$ cat src/twdf_pkg.sv
// Package for the two-window duplicate filter: beat types, chain token and cell control.
// Used by twdf_cell and two_window_duplicate_filter_top; depends on nothing else.
`timescale 1ns / 1ps

package twdf_pkg;

	localparam int WINDOW_ENTRIES_DEF = 64;

	typedef struct packed {
		logic [63:0] id_high;
		logic [63:0] id_low;
	} id_t;

	typedef struct packed {
		logic is_duplicate;
		logic windows_rotated;
	} result_t;

	// Lookup token that walks the cell row, one cell per cycle.
	typedef struct packed {
		logic valid;
		logic hit;
		id_t  id;
	} tok_t;

	// Broadcast from the controller to every cell.
	typedef struct packed {
		logic wr_en;
		logic wr_b;
		logic clr_a;
		logic clr_b;
		id_t  id;
	} cell_ctl_t;

endpackage

$ cat src/twdf_cell.sv
// One slot of each window plus one stage of the lookup chain.
// Depends on twdf_pkg.
`timescale 1ns / 1ps

module twdf_cell #(
	parameter int IDX_W  = 6,
	parameter int MY_IDX = 0
) (
	input  logic              clk,
	input  logic              arst_n,
	input  twdf_pkg::tok_t    tok_in,
	input  twdf_pkg::cell_ctl_t ctl,
	input  logic [IDX_W-1:0]  wr_idx,
	output twdf_pkg::tok_t    tok_out
);
	import twdf_pkg::*;

	tok_t tok_q;
	id_t  ent_a_q;
	id_t  ent_b_q;
	logic val_a_q;
	logic val_b_q;
	logic sel;
	logic match;

	assign sel   = ctl.wr_en && (wr_idx == IDX_W'(MY_IDX));
	assign match = (val_a_q && ent_a_q == tok_q.id) || (val_b_q && ent_b_q == tok_q.id);

	always_comb begin
		tok_out     = tok_q;
		tok_out.hit = tok_q.hit | match;
	end

	always_ff @(posedge clk or negedge arst_n) begin
		if (!arst_n) begin
			tok_q   <= '0;
			val_a_q <= 1'b0;
			val_b_q <= 1'b0;
		end else begin
			tok_q <= tok_in;
			// drop the window that becomes current, then mark the new slot
			if (ctl.clr_a)
				val_a_q <= 1'b0;
			if (ctl.clr_b)
				val_b_q <= 1'b0;
			if (sel && !ctl.wr_b)
				val_a_q <= 1'b1;
			if (sel && ctl.wr_b)
				val_b_q <= 1'b1;
		end
	end

	always_ff @(posedge clk) begin
		if (sel && !ctl.wr_b)
			ent_a_q <= ctl.id;
		if (sel && ctl.wr_b)
			ent_b_q <= ctl.id;
	end

endmodule
$ cat config.mk
export PLATFORM = sky130hd
export DESIGN_NAME = twdf_cell
export DESIGN_NICKNAME = d
export VERILOG_FILES = /design/src/twdf_pkg.sv /design/src/twdf_cell.sv
export SDC_FILE = /design/constraint.sdc
export NUM_CORES = 1
export LEC_CHECK = 0
export ABC_CLOCK_PERIOD_IN_PS = 2250
export BUFFER_PORTS_ARGS = -buffer_cell sky130_fd_sc_hd__buf_4
export CAP_MARGIN = 25
export CORE_MARGIN = 8
export CORE_UTILIZATION = 53
export CTS_CLUSTER_SIZE = 20
export DETAILED_ROUTE_END_ITERATION = 10
export PLACE_DENSITY = 0.88
export SYNTH_ARGS = -nofsm -noshare
export SYNTH_HDL_FRONTEND = slang
export SYNTH_SLANG_ARGS = --single-unit
export TNS_END_PERCENT = 100
$ cat constraint.sdc
create_clock -name clk -period 2.25 [get_ports clk]
set_input_delay 0.225 -clock clk [delete_from_list [all_inputs] [get_ports clk]]
set_output_delay 0.225 -clock clk [all_outputs]
set_load 0.005 [all_outputs]
==> metrics.md <==
| Metric | Value |
|---|---|
| Total GRT Usage | `0.335` |
| Antenna viol nets, final | `0` |
| Share of cells above drive strength 1 | `0.342` |
| Synth Cell Area | `15100 um^2` |
| PD cells | `738 nW/um^2` |
| Wirelength per Cell | `28.5 um` |
| Max-Cap Viols | `0` |
| Vias after detailed routing | `11.4k` |
| Sw Ratio | `0.224` |
| Die Span Y | `about 190 um` |
| H-tree depth | `2` |
| Largest family of logic cells by synthesized area | `XOR/XNOR gates` |
| Period utilization | `1.28` |
| Fill cells | `1530` |
| Clock power frac | `0.426` |
| Gp weighted congestion | `about 0.98` |
| Clock tree buffer depth | `3` |
| Worst-path clk slew | `0.06 ns` |
| Final worst slack | `-0.634 ns` |
| Placeable Area | `28400 um^2` |
| Post-DR vias/cell | `approximately 5.6` |
| Grt ovf | `0` |
| CP endpoint kind | `output port` |
| Synth warn | `0` |
| Clock Latency Late Sink | `~0.53 ns` |
| Root buf cell | `clkbuf_16` |
| Synth Area in Simple Gates | `0.0537` |
| Hold WC Path Type | `input port to flop` |
| VDD IR-drop max | `0.627 mV` |
| HPWL after detailed placement | `approximately 38000 um` |
| Yosys cell types | `35` |
| Max Freq | `around 350 MHz` |
| Syn Area/Cell | `roughly 16 um^2` |
| Final Total Pwr | `0.0167 W` |
| Number of global-route vias before repair | `12.5k` |
| Post-route clock skew | `0 ns` |
| Initial core utilization | `0.533` |
| Ports | `400` |
| # rows | `62` |
| Status | `complete, but fails checks` |
| Nets@finish | `around 1.9k` |
| Comb pwr share | `0.098` |
| Max Slew Vio Count | `0` |
| CTS tree | `built` |
| Critical path startpoint category | `flop` |
| Drt drc | `0` |
| Seq pwr share | `0.476` |
| Leakage power | `approximately 9 nW` |
| Die X | `roughly 190 um` |
| P_int | `between 0.01 and 0.015 W` |
| Critical-path maximum fanout | `2` |
| Detailed Route Iter0 Violations | `roughly 1.2k` |
| Post-synth net total | `between 1k and 1.5k` |
| Final number of setup-violating endpoints | `1` |
| RSZ-0062 raised after global routing | `true` |
| Crit path kind | `flop to output port` |
| First-pass GRT wire length | `slightly above 80000 um` |
| FF+latch area | `between 10000 and 15000 um^2` |
| Port Buffer Count | `approximately 400` |
| Register area share after synthesis | `0.726` |
| Final worst path period need | `between 2 and 3 ns` |
| Post-synthesis mux area share | `0` |
| Synthesized-area fraction occupied by adder cells | `0` |
| Slew @ Worst Pin | `between 0.6 and 0.7 ns` |
| Die area | `about 34000 um^2` |
| Worst Path Required | `between 2 and 2.5 ns` |
| Gate Count Post-Synth | `approximately 970` |
| Syn-to-layout area delta | `49.0%` |
| Final wirelength | `between 50000 and 60000 um` |
| Compound-Gate Fraction of Synth Area | `0.0482` |
| Arrival @ worst endpoint | `2.66 ns` |
| Multi-input logic area | `3080 um^2` |
| Initial antenna violation count | `6` |
| CTS Buf Count | `approximately 40` |
| Post-Place Cells | `1698` |
| Failing checks | `negative setup slack` |
| Final hold vios | `0` |
| DR pass1 iterations | `6` |
| CTS Sinks | `388` |
| XOR/XNOR share of the synthesized area | `0.0902` |
| Worst rel slew slack | `0.584` |
| Largest net degree at the start of global routing | `between 50 and 60` |
| Yosys reg bits | `388` |
| Fin cells | `2045` |
| Net switching power | `between 0.003 and 0.004 W` |
## power groups by stage
stage	Clock, W	Combinational (W)	Sequential, W
2_1_floorplan	0	0.000398	0.00801
3_3_place_gp	0	0.00111	0.00804
3_5_place_dp	0	0.00113	0.00805
4_1_cts	0.00699	0.00155	0.00791
5_1_grt	0.00739	0.00169	0.00793
6_report	0.00710	0.00163	0.00792
## kinds of logic after synthesis
logic type / Yosys count
flip-flops: 388
XOR/XNOR: 156
AO/OA/AOI/OAI: 90
AND/OR/NAND/NOR: 131
buffers and inverters: 203
## through the flow
| step | setup slack, ns | hold slack [ns] | TNS [ns] | cell area (um^2) | utilization |
|---|---|---|---|---|---|
| 2_1_floorplan | -0.775 | -0.0706 | -195.60 | 15200 | - |
| 3_3_place_gp | -0.0801 | 0.242 | -0.0801 | 18400 | 0.647 |
| 3_5_place_dp | -0.0642 | 0.252 | -0.0642 | 18400 | 0.647 |
| 4_1_cts | -0.502 | 0.0321 | -0.502 | 22500 | 0.792 |
| 5_1_grt | -0.748 | 0.0446 | -0.748 | 22600 | 0.795 |
| 6_report | -0.634 | 0.0496 | -0.634 | 22600 | 0.795 |
## routing by layer
metal | vias up | GRT usage | routed length (um)
met4 | 2 | 0.166 | 3100
met1 | 5676 | 0.377 | 19400
met3 | 174 | 0.0820 | 5760
met2 | 831 | 0.590 | 30000
li1 | 4688 | - | -
met5 | - | 0 | 11
## area by class of cell
type / count / share of cell area
timing repair buffer: 741 / 0.280
sequential: 388 / 0.487
inverter: 74 / 0.0123
clock buffer: 62 / 0.0539
antenna: 5 / 0.000554
clock inverter: 14 / 0.00804
tap: 384 / 0.0213
multi-input combinational: 377 / 0.136
## worst max-delay path, stage by stage (launching register included)
cell and delay, ns:
dfrtp_1 0.39, buf_6 0.13, xnor2_2 0.12, nand4_1 0.26, nor4_2 0.44, nand4_1 0.16
nor4_2 0.30, a221o_1 0.21, buf_6 0.12
## layout by cell type (no fill, tap or decap), types with 6 or more instances in the layout
master,instances
inv_1,74
o2111ai_1,11
o22ai_1,28
nand4_1,34
o2bb2ai_1,11
xor2_1,56
nor4_2,6
xnor2_1,95
clkbuf_16,43
dlygate4sd3_1,262
dfrtp_1,131
buf_12,8
a22o_1,8
nor4_1,23
clkbuf_1,12
buf_4,468
a221oi_1,9
nor2b_1,18
clkbuf_8,7
edfxtp_1,256
nand2b_1,29
## sequential cells by signal, summed over array words and instances (netlist names)
name and flops:
val_a_q 1, tok_q 1, val_b_q 1, ent_a_q 128
tok_out 129, ent_b_q 128
## cell usage after synthesis, drive strengths merged
cell type    n  share of area
xnor2      100          0.058
o221ai       1        0.00058
buf        129          0.064
xor2        56          0.032
and2b        2         0.0011
a2111o       5         0.0037
nand4       34          0.014
nand2        2        0.00050
nor3         2        0.00066
dfrtp      132           0.22
a211o        1        0.00058
a2111oi      5         0.0037
a211oi       1        0.00050
a22oi        3         0.0015
o21ai        2        0.00066
a221oi      10         0.0058
a21oi        1        0.00033
nor2         6         0.0015
nor2b       19         0.0083
nor4        32          0.014
a221o        3         0.0020
nand2b      29          0.012
or4          1        0.00050
inv         74          0.018
o2111ai     11         0.0064
edfxtp     256           0.51
o2bb2ai     11         0.0064
a22o         8         0.0046
or2b         1        0.00050
o22ai       28          0.012
nand3        3        0.00099
## path summary, 6_finish.rpt
path / startpoint / to / slack (ns) / cells after the start
min in group asynchronous: arst_n / tok_out[58] / 0.25 / 2
hold / removal: ctl[130] / ent_a_q[65] / 0.05 / 2
setup reg to reg: val_a_q / val_a_q / 0.97 / 3
hold reg to reg: val_b_q / val_b_q / 0.70 / 2
max in group asynchronous: arst_n / tok_out[129] / 1.29 / 3
setup / recovery: tok_out[15] / tok_out[128] / -0.63 / 8
## what timing repair did
action	CTS	global route
pin swaps	14	8
hold buffers	262	0
endpoints found under the setup margin	1	1
resized for setup	12	10
buffers inserted	2	2
hold endpoints to repair	441	0
Note: power is estimated with default switching activity, not from simulation.
